**config.mk**
```make
export PLATFORM = sky130hd
export DESIGN_NAME = windowed_peak_valley_finder
export DESIGN_NICKNAME = d
export VERILOG_FILES = /design/src/rtl/core/wpvf_pkg.sv /design/src/rtl/core/windowed_peak_valley_finder.sv /design/src/rtl/core/wpvf_cell.sv
export VERILOG_INCLUDE_DIRS = /design/src /design/src/rtl/core
export SDC_FILE = /design/constraint.sdc
export NUM_CORES = 2
export LEC_CHECK = 0
export ABC_AREA = 1
export BUFFER_PORTS_ARGS = -buffer_cell sky130_fd_sc_hd__buf_4
export CAP_MARGIN = 20
export CORE_ASPECT_RATIO = 0.75
export CORE_MARGIN = 1.5
export CORE_UTILIZATION = 35
export CTS_CLUSTER_SIZE = 10
export DETAILED_ROUTE_END_ITERATION = 8
export GPL_TIMING_DRIVEN = 0
export PLACE_DENSITY_LB_ADDON = 0.1
export SLEW_MARGIN = 25
export SYNTH_ARGS = -nofsm -noshare
export SYNTH_HDL_FRONTEND = slang
export SYNTH_SLANG_ARGS = --single-unit
```
**constraint.sdc**
```tcl
create_clock -name i_clk -period 45.3 [get_ports i_clk]
set_input_delay 0 -clock i_clk [delete_from_list [all_inputs] [get_ports i_clk]]
set_output_delay 0 -clock i_clk [all_outputs]
set_load 0.005 [all_outputs]
```
**src/rtl/core/windowed_peak_valley_finder_defines.svh**
```systemverilog
// assertion macros shared by the windowed peak and valley finder
`ifndef WINDOWED_PEAK_VALLEY_FINDER_DEFINES_SVH
`define WINDOWED_PEAK_VALLEY_FINDER_DEFINES_SVH

// same-cycle implication, clocked on i_clk, off during reset
`define WPVF_ASSERT_NOW(lbl, ante, cons, msg) \
    lbl: assert property (@(posedge i_clk) disable iff (!i_rst_n) (ante) |-> (cons)) \
        else $error(msg);

// next-cycle implication, clocked on i_clk, off during reset
`define WPVF_ASSERT_NEXT(lbl, ante, cons, msg) \
    lbl: assert property (@(posedge i_clk) disable iff (!i_rst_n) (ante) |=> (cons)) \
        else $error(msg);

`endif

```
**src/rtl/core/wpvf_pkg.sv**
```systemverilog
// types and constants of the windowed peak and valley finder
`timescale 1ns / 1ps
`default_nettype none

package wpvf_pkg;

    localparam int SAMPLE_BITS  = 24;
    localparam int HW_REG_BITS  = 5;
    localparam int STOP_BITS    = 13;
    localparam int POS_BITS     = 12;
    localparam int COUNT_BITS   = 13;
    localparam int CFG_IDX_BITS = 1;
    localparam int CFG_DATA_BITS = 13;

    localparam logic [COUNT_BITS-1:0]   COUNT_MAX  = '1;
    localparam logic [HW_REG_BITS-1:0]  HW_RESET   = 5'd10;
    localparam logic [STOP_BITS-1:0]    STOP_RESET = 13'd4086;

    // register indexes of the configuration port
    localparam logic [CFG_IDX_BITS-1:0] CFG_HALF_WINDOW = 1'b0;
    localparam logic [CFG_IDX_BITS-1:0] CFG_SCAN_STOP   = 1'b1;

    typedef struct packed {
        logic [SAMPLE_BITS-1:0] sample_value;
        logic                   is_last;
    } t_in;

    typedef struct packed {
        logic [POS_BITS-1:0] valley_position;
        logic [POS_BITS-1:0] peak_position;
    } t_out;

    // per-cell compare flags against the center sample
    typedef struct packed {
        logic gt;
        logic lt;
    } t_cmp;

endpackage

`default_nettype wire

```
**src/rtl/core/windowed_peak_valley_finder.sv**
```systemverilog
// top level of the windowed peak and valley finder
//
//  channel | direction | handshake              | payload
//  --------+-----------+------------------------+-------------------------------
//  in      | input     | i_in_valid / o_in_ready  | i_in_data  (sample, last flag)
//  out     | output    | o_out_valid / i_out_ready| o_out_data (valley, peak)
//  cfg     | input     | i_cfg_we                | i_cfg_idx, i_cfg_data
//
// one item per cycle while not stalled: a row of 2*MAX_HALF_WINDOW+1 cells shifts on every item,
// and the center test then runs on the registered cells, across all cells in parallel
// a result leaves through an output register, loaded when the pending last item finishes
// synchronous active-low reset clears control, counters and tracked positions
// input stalls only when a last item is due while the output register is full and not being taken
`timescale 1ns / 1ps
`default_nettype none
`include "windowed_peak_valley_finder_defines.svh"

module windowed_peak_valley_finder #(
    parameter int MAX_HALF_WINDOW = 16,
    parameter int MAX_SAMPLES     = 4096
) (
    input  wire logic                                 i_clk,
    input  wire logic                                 i_rst_n,
    // sample items
    input  wire logic                                 i_in_valid,
    output logic                                      o_in_ready,
    input  wire wpvf_pkg::t_in                        i_in_data,
    // result items
    output logic                                      o_out_valid,
    input  wire logic                                 i_out_ready,
    output wpvf_pkg::t_out                            o_out_data,
    // configuration writes
    input  wire logic                                 i_cfg_we,
    input  wire logic [wpvf_pkg::CFG_IDX_BITS-1:0]    i_cfg_idx,
    input  wire logic [wpvf_pkg::CFG_DATA_BITS-1:0]   i_cfg_data
);

    localparam int DEPTH = 2 * MAX_HALF_WINDOW + 1;
    localparam int HB    = $clog2(MAX_HALF_WINDOW + 1);
    localparam int IB    = $clog2(DEPTH);
    localparam int CW    = wpvf_pkg::COUNT_BITS + 1;
    localparam logic [16:0] MAX_S = 17'(MAX_SAMPLES);

    // configuration registers
    logic [wpvf_pkg::HW_REG_BITS-1:0] r_half_window;
    logic [wpvf_pkg::STOP_BITS-1:0]   r_scan_stop;

    // scan state
    logic [wpvf_pkg::COUNT_BITS-1:0]  r_count;
    logic [wpvf_pkg::POS_BITS-1:0]    r_valley;
    logic [wpvf_pkg::POS_BITS-1:0]    r_peak;

    // item waiting for its center test
    logic                             r_pend_valid;
    logic                             r_pend_last;
    logic                             r_pend_test;
    logic [wpvf_pkg::POS_BITS-1:0]    r_pend_center;

    // output register
    logic                             r_out_valid;
    wpvf_pkg::t_out                   r_out;

    logic [wpvf_pkg::POS_BITS-1:0]    n_valley;
    logic [wpvf_pkg::POS_BITS-1:0]    n_peak;

    // effective window and stop
    logic [HB-1:0]                    w_h;
    logic [wpvf_pkg::STOP_BITS-1:0]   w_stop;

    logic                             w_in_acc;
    logic                             w_stall;
    logic                             w_fire;
    logic [wpvf_pkg::COUNT_BITS-1:0]  w_cnt_inc;
    logic [CW-1:0]                    w_cnt_ext;
    logic [CW-1:0]                    w_first_ctr;
    logic [CW-1:0]                    w_stop_lim;
    logic                             w_test;
    logic [CW-1:0]                    w_center;

    // cell row
    logic [wpvf_pkg::SAMPLE_BITS-1:0] w_val  [DEPTH];
    wpvf_pkg::t_cmp                   w_cmp  [DEPTH];
    logic [DEPTH-1:0]                 w_gt;
    logic [DEPTH-1:0]                 w_lt;
    logic [wpvf_pkg::SAMPLE_BITS-1:0] w_mid;
    logic                             w_is_max;
    logic                             w_is_min;

    // ---------------- configuration ----------------
    always_ff @(posedge i_clk) begin
        if (!i_rst_n) begin
            r_half_window <= wpvf_pkg::HW_RESET;
            r_scan_stop   <= wpvf_pkg::STOP_RESET;
        end else if (i_cfg_we) begin
            unique case (i_cfg_idx)
                wpvf_pkg::CFG_HALF_WINDOW: begin
                    r_half_window <= i_cfg_data[wpvf_pkg::HW_REG_BITS-1:0];
                end
                wpvf_pkg::CFG_SCAN_STOP: begin
                    r_scan_stop <= i_cfg_data[wpvf_pkg::STOP_BITS-1:0];
                end
                default: begin
                end
            endcase
        end
    end

    // half window of zero acts as one, above the maximum as the maximum
    always_comb begin
        if (r_half_window == '0) begin
            w_h = HB'(1);
        end else if (32'(r_half_window) > MAX_HALF_WINDOW) begin
            w_h = HB'(MAX_HALF_WINDOW);
        end else begin
            w_h = HB'(r_half_window);
        end
    end

    assign w_stop = ({4'b0, r_scan_stop} > MAX_S) ? MAX_S[wpvf_pkg::STOP_BITS-1:0]
                                                   : r_scan_stop;

    // ---------------- handshake ----------------
    // a last item can only finish when the output register has room
    assign w_stall    = r_pend_valid && r_pend_last && r_out_valid && !i_out_ready;
    assign w_fire     = r_pend_valid && !w_stall;
    assign o_in_ready = !w_stall;
    assign w_in_acc   = i_in_valid && o_in_ready;

    // ---------------- center scheduling ----------------
    // center c = count - h is tested when h+1 <= c < stop
    assign w_cnt_inc   = (r_count == wpvf_pkg::COUNT_MAX) ? r_count : r_count + 1'b1;
    assign w_cnt_ext   = CW'(w_cnt_inc);
    assign w_first_ctr = (CW'(w_h) << 1) + CW'(1);
    assign w_stop_lim  = CW'(w_stop) + CW'(w_h);
    assign w_test      = (w_cnt_ext >= w_first_ctr) && (w_cnt_ext < w_stop_lim);
    assign w_center    = w_cnt_ext - CW'(w_h);

    always_ff @(posedge i_clk) begin
        if (!i_rst_n) begin
            r_count      <= '0;
            r_pend_valid <= 1'b0;
        end else begin
            if (w_in_acc) begin
                r_count      <= i_in_data.is_last ? '0 : w_cnt_inc;
                r_pend_valid <= 1'b1;
            end else if (w_fire) begin
                r_pend_valid <= 1'b0;
            end
        end
    end

    always_ff @(posedge i_clk) begin
        if (w_in_acc) begin
            r_pend_last   <= i_in_data.is_last;
            r_pend_test   <= w_test;
            r_pend_center <= w_center[wpvf_pkg::POS_BITS-1:0];
        end
    end

    // ---------------- cell row ----------------
    // cell 0 holds the newest sample, the center sits in cell h
    assign w_mid = w_val[IB'(w_h)];

    for (genvar k = 0; k < DEPTH; k++) begin : g_cell
        wpvf_cell #(
            .IDX (k),
            .HB  (HB)
        ) u_cell (
            .i_clk   (i_clk),
            .i_shift (w_in_acc),
            .i_prev  ((k == 0) ? i_in_data.sample_value : w_val[(k == 0) ? 0 : k - 1]),
            .i_mid   (w_mid),
            .i_h     (w_h),
            .o_val   (w_val[k]),
            .o_cmp   (w_cmp[k])
        );
        assign w_gt[k] = w_cmp[k].gt;
        assign w_lt[k] = w_cmp[k].lt;
    end

    // no neighbor greater means a peak, no neighbor smaller a valley
    assign w_is_max = !(|w_gt);
    assign w_is_min = !(|w_lt);

    // ---------------- tracking and result ----------------
    always_comb begin
        n_valley = (r_pend_test && w_is_min) ? r_pend_center : r_valley;
        n_peak   = (r_pend_test && w_is_max) ? r_pend_center : r_peak;
    end

    always_ff @(posedge i_clk) begin
        if (!i_rst_n) begin
            r_valley <= '0;
            r_peak   <= '0;
        end else if (w_fire) begin
            // a finished scan starts the next one from nothing
            r_valley <= r_pend_last ? '0 : n_valley;
            r_peak   <= r_pend_last ? '0 : n_peak;
        end
    end

    always_ff @(posedge i_clk) begin
        if (!i_rst_n) begin
            r_out_valid <= 1'b0;
        end else if (w_fire && r_pend_last) begin
            r_out_valid <= 1'b1;
        end else if (i_out_ready) begin
            r_out_valid <= 1'b0;
        end
    end

    always_ff @(posedge i_clk) begin
        if (w_fire && r_pend_last) begin
            r_out.valley_position <= n_valley;
            r_out.peak_position   <= n_peak;
        end
    end

    assign o_out_valid = r_out_valid;
    assign o_out_data  = r_out;

    // ---------------- assertions ----------------
    `WPVF_ASSERT_NOW(a_out_from_last, $rose(r_out_valid), $past(w_fire && r_pend_last), "result item without a finished last item")
    `WPVF_ASSERT_NEXT(a_scan_restart, w_in_acc && i_in_data.is_last, r_count == '0 && r_pend_last, "scan count not restarted after last item")
    `WPVF_ASSERT_NEXT(a_track_clear, w_fire && r_pend_last, r_valley == '0 && r_peak == '0, "tracked positions not cleared after result")

endmodule

`default_nettype wire

```
**src/rtl/core/wpvf_cell.sv**
```systemverilog
// one window cell: holds a sample, shifts it on, compares it with the center
`timescale 1ns / 1ps
`default_nettype none

module wpvf_cell #(
    parameter int IDX = 0,
    parameter int HB  = 5
) (
    input  wire logic                             i_clk,
    input  wire logic                             i_shift,
    input  wire logic [wpvf_pkg::SAMPLE_BITS-1:0] i_prev,
    input  wire logic [wpvf_pkg::SAMPLE_BITS-1:0] i_mid,
    input  wire logic [HB-1:0]                    i_h,
    output logic      [wpvf_pkg::SAMPLE_BITS-1:0] o_val,
    output wpvf_pkg::t_cmp                        o_cmp
);

    logic [wpvf_pkg::SAMPLE_BITS-1:0] r_val;
    logic [HB:0]                      w_lim;
    logic                             w_en;

    always_ff @(posedge i_clk) begin
        if (i_shift) begin
            r_val <= i_prev;
        end
    end

    // cell takes part only inside the window of 2h+1 samples
    assign w_lim = {i_h, 1'b0};
    assign w_en  = ((HB+1)'(IDX) <= w_lim);

    assign o_val     = r_val;
    assign o_cmp.gt  = w_en && (r_val > i_mid);
    assign o_cmp.lt  = w_en && (r_val < i_mid);

endmodule

`default_nettype wire
```
-- Word level (Yosys, flattened, before mapping)
Cells that the tools add are included.
W data, S select, Z words.
- register bits: 887
- latch bits: 0
- RAM bits: 0
- ROM bits: 0
- input port bits: 44
- output and inout port bits: 26
- memories: 0
- $add $sub $neg: 4
- multipliers: 0
- divide/modulo/power cells: 0
- order comparisons: 104
- eq/ne operators: 1
- shift-type cells: 0
- muxes and demuxes: 16
- bitwise operators: 2
- reduce and logical (&&, ||, !) cells: 86
- operator list (operator ; count):
    $gt A24 B24 Y1 ; 33
    $lt A24 B24 Y1 ; 33
    $bmux W24 S6 ; 1
    $le A5 B6 Y1 const A ; 16
    $logic_and A1 B1 Y1 ; 75
    $reduce_or A33 Y1 ; 2
    $le A4 B6 Y1 const A ; 8
    $mux W12 ; 4
    $mux W24 ; 2
    $mux W13 ; 3
    $le A3 B6 Y1 const A ; 4
    $add A13 B5 Y14 ; 1
    $lt A13 B14 Y1 ; 1
    $add A13 B1 Y13 const B ; 1
    $eq A13 B13 Y1 const B ; 1
    $ge A13 B7 Y1 ; 1
    $gt A13 B13 Y1 const B ; 1
    $le A1 B6 Y1 const A ; 2
    $le A2 B6 Y1 const A ; 2
    $sub A12 B5 Y12 ; 1
    $mux W5 ; 2
    $add A6 B1 Y7 const B ; 1
    $ge A7 B7 Y1 const B ; 1
    $not A5 Y7 ; 1
    other kinds (8) ; 16

-- Depth between registers and ports, before layout
- depth in word-level cells: 14
- gate-level depth with buffers: 33

-- Hierarchy
Synthesis repeated with hierarchy kept, for this count alone.
- cells, all modules: 6748
- area total of the unflattened synthesis: 59005.3 um^2
- by module, submodules not included (module ; times used ; cells an instance ; area an instance (um^2)):
    windowed_peak_valley_finder ; 1 ; 2057 ; 11352.1
    wpvf_cell (g_cell[1].u_cell ...) ; 3 ; 144 ; 1452.6
    wpvf_cell (g_cell[12].u_cell ...) ; 2 ; 143 ; 1452.6
    wpvf_cell (g_cell[19].u_cell ...) ; 2 ; 142 ; 1450.1
    wpvf_cell (g_cell[22].u_cell ...) ; 2 ; 141 ; 1448.9
    wpvf_cell (g_cell[3].u_cell ...) ; 2 ; 142 ; 1447.6
    wpvf_cell (g_cell[24].u_cell ...) ; 2 ; 140 ; 1441.4
    wpvf_cell (g_cell[31].u_cell ...) ; 2 ; 139 ; 1436.4
    wpvf_cell (g_cell[23].u_cell ...) ; 2 ; 139 ; 1407.6
    wpvf_cell (g_cell[27].u_cell) ; 1 ; 144 ; 1460.2
    wpvf_cell (g_cell[28].u_cell) ; 1 ; 144 ; 1458.9
    wpvf_cell (g_cell[17].u_cell) ; 1 ; 146 ; 1456.4
    wpvf_cell (g_cell[18].u_cell) ; 1 ; 143 ; 1456.4
    wpvf_cell (g_cell[25].u_cell) ; 1 ; 145 ; 1452.6
    11 more rows ; - ; - ; -

-- Least setup slack after synthesis
No wires, ideal clock.
- path type: register to register
- from: register r_pend_last
- to: register r_count[10] (netlist bit)
- setup time: 70 ps
- arrival time: 38942 ps
- required time: 45230 ps
- slack: 6287 ps
- cell stages (with the launch flop): 9
- path buffers: 1
- clock period less this slack: 39013 ps
- cells stage by stage: edfxtp_1 > nand2_1 > nor2_1 > nor2_1 > inv_1 > nor2_1 > clkbuf_1 > nand2_1 > a21oi_1
- longest elaborated chain between the ends: 5
- RTL lines (element ; line ; RTL):
    from (decl) ; windowed_peak_valley_finder.sv:55 ; logic r_pend_last;
    from (signal assigned) ; windowed_peak_valley_finder.sv:154 ; r_pend_last <= i_in_data.is_last;
    $logic_and A1 B1 Y1 (3 in series) ; windowed_peak_valley_finder.sv:124 ; assign w_stall = r_pend_valid && r_pend_last && r_out_valid && !i_out_ready;
    $logic_not A1 Y1 ; windowed_peak_valley_finder.sv:126 ; assign o_in_ready = !w_stall;
    $logic_and A1 B1 Y1 ; windowed_peak_valley_finder.sv:127 ; assign w_in_acc = i_in_valid && o_in_ready;
    named net g_cell[0].u_cell.i_shift ; wpvf_cell.sv:10 ; input wire logic i_shift,
    to (signal assigned) ; windowed_peak_valley_finder.sv:144 ; r_count <= i_in_data.is_last ? '0 : w_cnt_inc;
    to (decl) ; windowed_peak_valley_finder.sv:49 ; logic [wpvf_pkg::COUNT_BITS-1:0] r_count;
The timed path passes the listed nets, and every way through them passes these cells.
A chain may end at the register's enable or synchronous reset.

-- Worst setup path in the final report
- from: register r_half_window[4] (netlist bit)
- to: register r_out, in the netlist o_out_data[16] (data pin)
- longest elaborated chain between the ends: 13
- RTL lines (element ; line ; RTL):
    from (decl) ; windowed_peak_valley_finder.sv:45 ; logic [wpvf_pkg::HW_REG_BITS-1:0] r_half_window;
    from (signal assigned) ; windowed_peak_valley_finder.sv:92 ; r_half_window <= wpvf_pkg::HW_RESET;
    from (signal assigned) ; windowed_peak_valley_finder.sv:97 ; r_half_window <= i_cfg_data[wpvf_pkg::HW_REG_BITS-1:0];
    $gt A5 B5 Y1 ; windowed_peak_valley_finder.sv:112 ; end else if (32'(r_half_window) > MAX_HALF_WINDOW) begin
    $mux W5 ; windowed_peak_valley_finder.sv:112 ;
    $mux W5 * ; windowed_peak_valley_finder.sv:110 ; if (r_half_window == '0) begin
    $not A5 Y7 (implied by the code) ; windowed_peak_valley_finder.sv:162 ; assign w_mid = w_val[IB'(w_h)];
    $bmux W24 S6 ; windowed_peak_valley_finder.sv:162 ;
    $mux W24 (implied by the code) (2 in series) ; windowed_peak_valley_finder.sv:162 ;
    $lt A24 B24 Y1 ; wpvf_cell.sv:34 ; assign o_cmp.lt = w_en && (r_val < i_mid);
    $logic_and A1 B1 Y1 ; wpvf_cell.sv:34 ;
    $reduce_or A33 Y1 * ; windowed_peak_valley_finder.sv:183 ; assign w_is_min = !(|w_lt);
    $logic_not A1 Y1 * ; windowed_peak_valley_finder.sv:183 ;
    $logic_and A1 B1 Y1 * ; windowed_peak_valley_finder.sv:187 ; n_valley = (r_pend_test && w_is_min) ? r_pend_center : r_valley;
    $mux W12 * ; windowed_peak_valley_finder.sv:187 ;
    named net n_valley, one bit ; windowed_peak_valley_finder.sv:63 ; logic [wpvf_pkg::POS_BITS-1:0] n_valley;
    to (decl) ; windowed_peak_valley_finder.sv:61 ; wpvf_pkg::t_out r_out;
Mark *: on every way through the listed nets, which the timed path passes. The rest lies on a longest branch. The select of a mux whose other input is x is not followed.

==> results by group <==
Outcome
  • Status: completed

Drt
  • Final ANT Viol Nets: 0
  • DRC: 0
  • Vias: 37.0k
  • Iter 0 DRT Violations: 2,764
  • Post-DR wirelength/cell: 20.7 um
  • Iteration count of the initial detailed-routing pass: 6
  • Total Routed Length: 149,000 um
  • Via-to-Cell Ratio: 5.16

Synth
  • Top-area cell type share of the netlist area: 0.491
  • Adder-cell share of the synthesized area: 0.203
  • Most common cell in the netlist: nand2_1
  • XOR/XNOR Fraction of Synth Area: 0.00466
  • Mux contribution to synthesized area: 0.000591
  • Synth area leader: edfxtp_1
  • Number of distinct library cells after synthesis: 53
  • EDFF count, synth: 830
  • Cell count after synthesis: 4,904
  • Register bit total from synthesis: 887
  • Compound-Gate Fraction of Synth Area: 0.0855
  • Top post-synthesis cells by count: 1,284 x nand2_1, 830 x edfxtp_1, 820 x ha_1
  • Syn nets: 5,770
  • Synth area leaders: edfxtp_1 49%, ha_1 20%, nand2_1 9.5%
  • Async set-reset flop share out of synthesis: 0
  • Mapped Area: 0.0508 mm^2
  • Simple logic cell fraction of the synthesized area: 0.161
  • Warnings from Yosys: 0
  • Largest family of logic cells by synthesized area: adder cells
  • Avg Cell Area, Syn: 10.4 um^2
  • Top_reg_cell synth: edfxtp_1
  • Sequential area share after synthesis: 0.513

STA
  • Min setup slack post-route: 37.87 ns
  • Clock skew after layout: 0.0240 ns
  • Slew Viols, Final: 0
  • RSZ-0062 raised after global routing: no
  • Final setup viols: 0
  • Final period utilization: 0.164
  • Worst-margin pin slew: 1.18 ns
  • Min Tclk post-route: 7.43 ns
  • Worst slew margin: 0.213
  • Final hold viol count: 0
  • Fmax: 0.135 GHz

GRT
  • Met1 Use GR: 0.274
  • Global route hottest layer: met2
  • Total GRT Usage: 0.200
  • Gr ovfl total: 0
  • Vias in the first global route: 36.3k
  • Largest net degree at the start of global routing: 26
  • Antenna violations before repair: 3
  • Met3 Use GR: 0.0405
  • GR Util met2: 0.322
  • First-pass GRT wire length: 220,000 um

Critical path
  • Slowest cell on crit path: buf_1
  • R2r startpoint: r_half_window[4]
  • CP Buf/Inv Count: 6
  • Critical path type: reg2reg
  • Flop2flop setup slack: 37.87 ns
  • Reg2reg end: o_out_data[16]
  • Reg2Reg Depth: 27
  • CP dominant cell by count: nand2_1
  • Worst Path Required: 45.74 ns
  • Crit-path leading delay family: simple AND/OR/NAND/NOR gates
  • CP peak stage delay: 0.82 ns
  • CP Max Fanout: 12
  • Critical Path AT: 7.88 ns
  • Worst setup SP type: flip-flop
  • Worst path depth: 27
  • Crit. End Element: flip-flop

Clock tree
  • Clk pin slew, worst setup/hold paths: 0.06 ns
  • Sink Count: 887
  • Post-CTS Resized: 0
  • Clock tree buffer depth: 3
  • Setup repair bufs after CTS: 0
  • Worst skew pair latency: 0.71 ns
  • CTS Buf Count: 102
  • Cts hold-fix bufs: 87
  • CTS tree: yes
  • CTS HTree Levels: 3
  • CTS root buf: clkbuf_16

Floorplanning
  • Die W: 443 um
  • DIE AREA: 0.147 mm^2
  • Starting Density: 0.354
  • Row count: 120
  • Die Ht: 333 um
  • I/O Pins: 70
  • Core box area: 0.143 mm^2

Final layout
  • Layout fillers: 13.8k
  • Area grow syn2layout: 17.1%
  • Finished Layout Cells: 7,181
  • Layout cell share with drive strength beyond 1: 0.0688
  • Diodes inserted: 0
  • Layout Nets: 6,106

Power
  • Int Pwr: 0.00162 W
  • Peak VDD IR: 0.0000248 V
  • Net Sw Power: 0.000785 W
  • Comb pwr share: 0.274
  • Switching Fraction: 0.326
  • PD cells: 40.4 mW/mm^2
  • Design Power: 0.00241 W
  • Leak: 25.6 nW
  • Clock power share: 0.319
  • Sequential share of power: 0.407

Worst hold path
  • Min-Delay Startpoint: i_in_data[0]
  • WHS Path Cells: 2
  • Hold endpoint: r_pend_last
  • Hold Crit Class: in2reg

Place
  • RePlAce Congestion: 0.904
  • Post-Place Worst Slack: 38.04 ns
  • Placed instance count: 6,940
  • Final HPWL DP: 112,000 um
  • Buffers on Ports: 69

Job
  • Maxcap violations: 0
-- power by group through the flow --
stage               logic, W  clock network [W]  registers (W)
floorplan           0.000402                  0        0.00103
global placement    0.000582                  0        0.00106
detailed placement  0.000653                  0       0.000997
CTS                 0.000662           0.000788       0.000980
global route        0.000753           0.000815       0.000985
finish              0.000658           0.000767       0.000980
-- how the worst max path moves through the flow --
stage | from | to | slack [ns]
3_3_place_gp | r_pend_last | r_count[10] | -14.66
3_5_place_dp | r_half_window[2] | o_out_data[16] | 38.04
4_1_cts | r_half_window[2] | o_out_data[16] | 38.01
6_report | r_half_window[4] | o_out_data[16] | 37.87
5_1_grt | r_half_window[4] | o_out_data[16] | 37.45
2_1_floorplan | r_pend_last | r_count[10] | 6.29
-- through the flow --
stage | hold WS, ns | setup TNS (ns) | cell area, um^2 | utilization
6_report | 0.0820 | 0 | 59500 | 0.415
5_1_grt | 0.0502 | 0 | 59500 | 0.415
4_1_cts | 0.00666 | 0 | 59500 | 0.415
3_5_place_dp | 0.179 | 0 | 55700 | 0.389
3_3_place_gp | 0.179 | -7450.92 | 53700 | 0.374
2_1_floorplan | 0.0989 | 0 | 50800 | -
-- registers in the layout (all words and copies together) (netlist names) --
name and count:
g_cell.u_cell.o_val 792, o_out_data 24, r_count 13, r_scan_stop 13
r_peak 12, r_pend_center 12, r_valley 12, r_half_window 5
o_out_valid 1, r_pend_last 1, r_pend_test 1, r_pend_valid 1
-- layout by cell type (no fill, tap or decap), drive strengths merged, types with 5 or more instances in the layout --
cell type	Yosys	final
buf	28	172
clkinv	3	5
o221ai	66	66
a21o	16	16
ha	820	820
dfxtp	57	57
nand4	71	71
o22ai	27	27
o211ai	9	9
o21ai	124	124
clkbuf	56	208
o21bai	18	18
nor4	9	9
edfxtp	830	830
xnor2	10	10
nand2	1287	1287
xor2	17	17
o21a	41	41
and2	13	13
a211oi	11	11
nor2	310	310
a21oi	415	415
nand3	239	239
a22oi	6	6
inv	340	341
nor3	51	51
dlygate4sd3	0	87
-- cell families (layout without fill, tap and decap cells) --
logic type / after synthesis / after routing
flops: 887 / 887
compound gates: 748 / 748
buf+inv: 427 / 813
xor+xnor: 27 / 27
fa+ha+maj: 822 / 822
simple gates: 1990 / 1990
mux: 3 / 3
-- layout make-up --
cell class,instances,area [um^2],share of cell area
sequential,887,26100,0.438
multi-input combinational,3590,23400,0.393
timing repair buffer,232,3150,0.0530
clock buffer,151,2860,0.0481
tap,1891,2370,0.0398
inverter,343,1290,0.0217
buffer,84,375,0.00631
clock inverter,3,21.3,0.000358
-- metal layers --
metal / up-vias / part of all wire
met5: - / 0.000081
li1: 18300 / -
met3: 218 / 0.062
met1: 17800 / 0.46
met4: 2 / 0.025
met2: 783 / 0.45
Power figures use the tool's default switching activity.
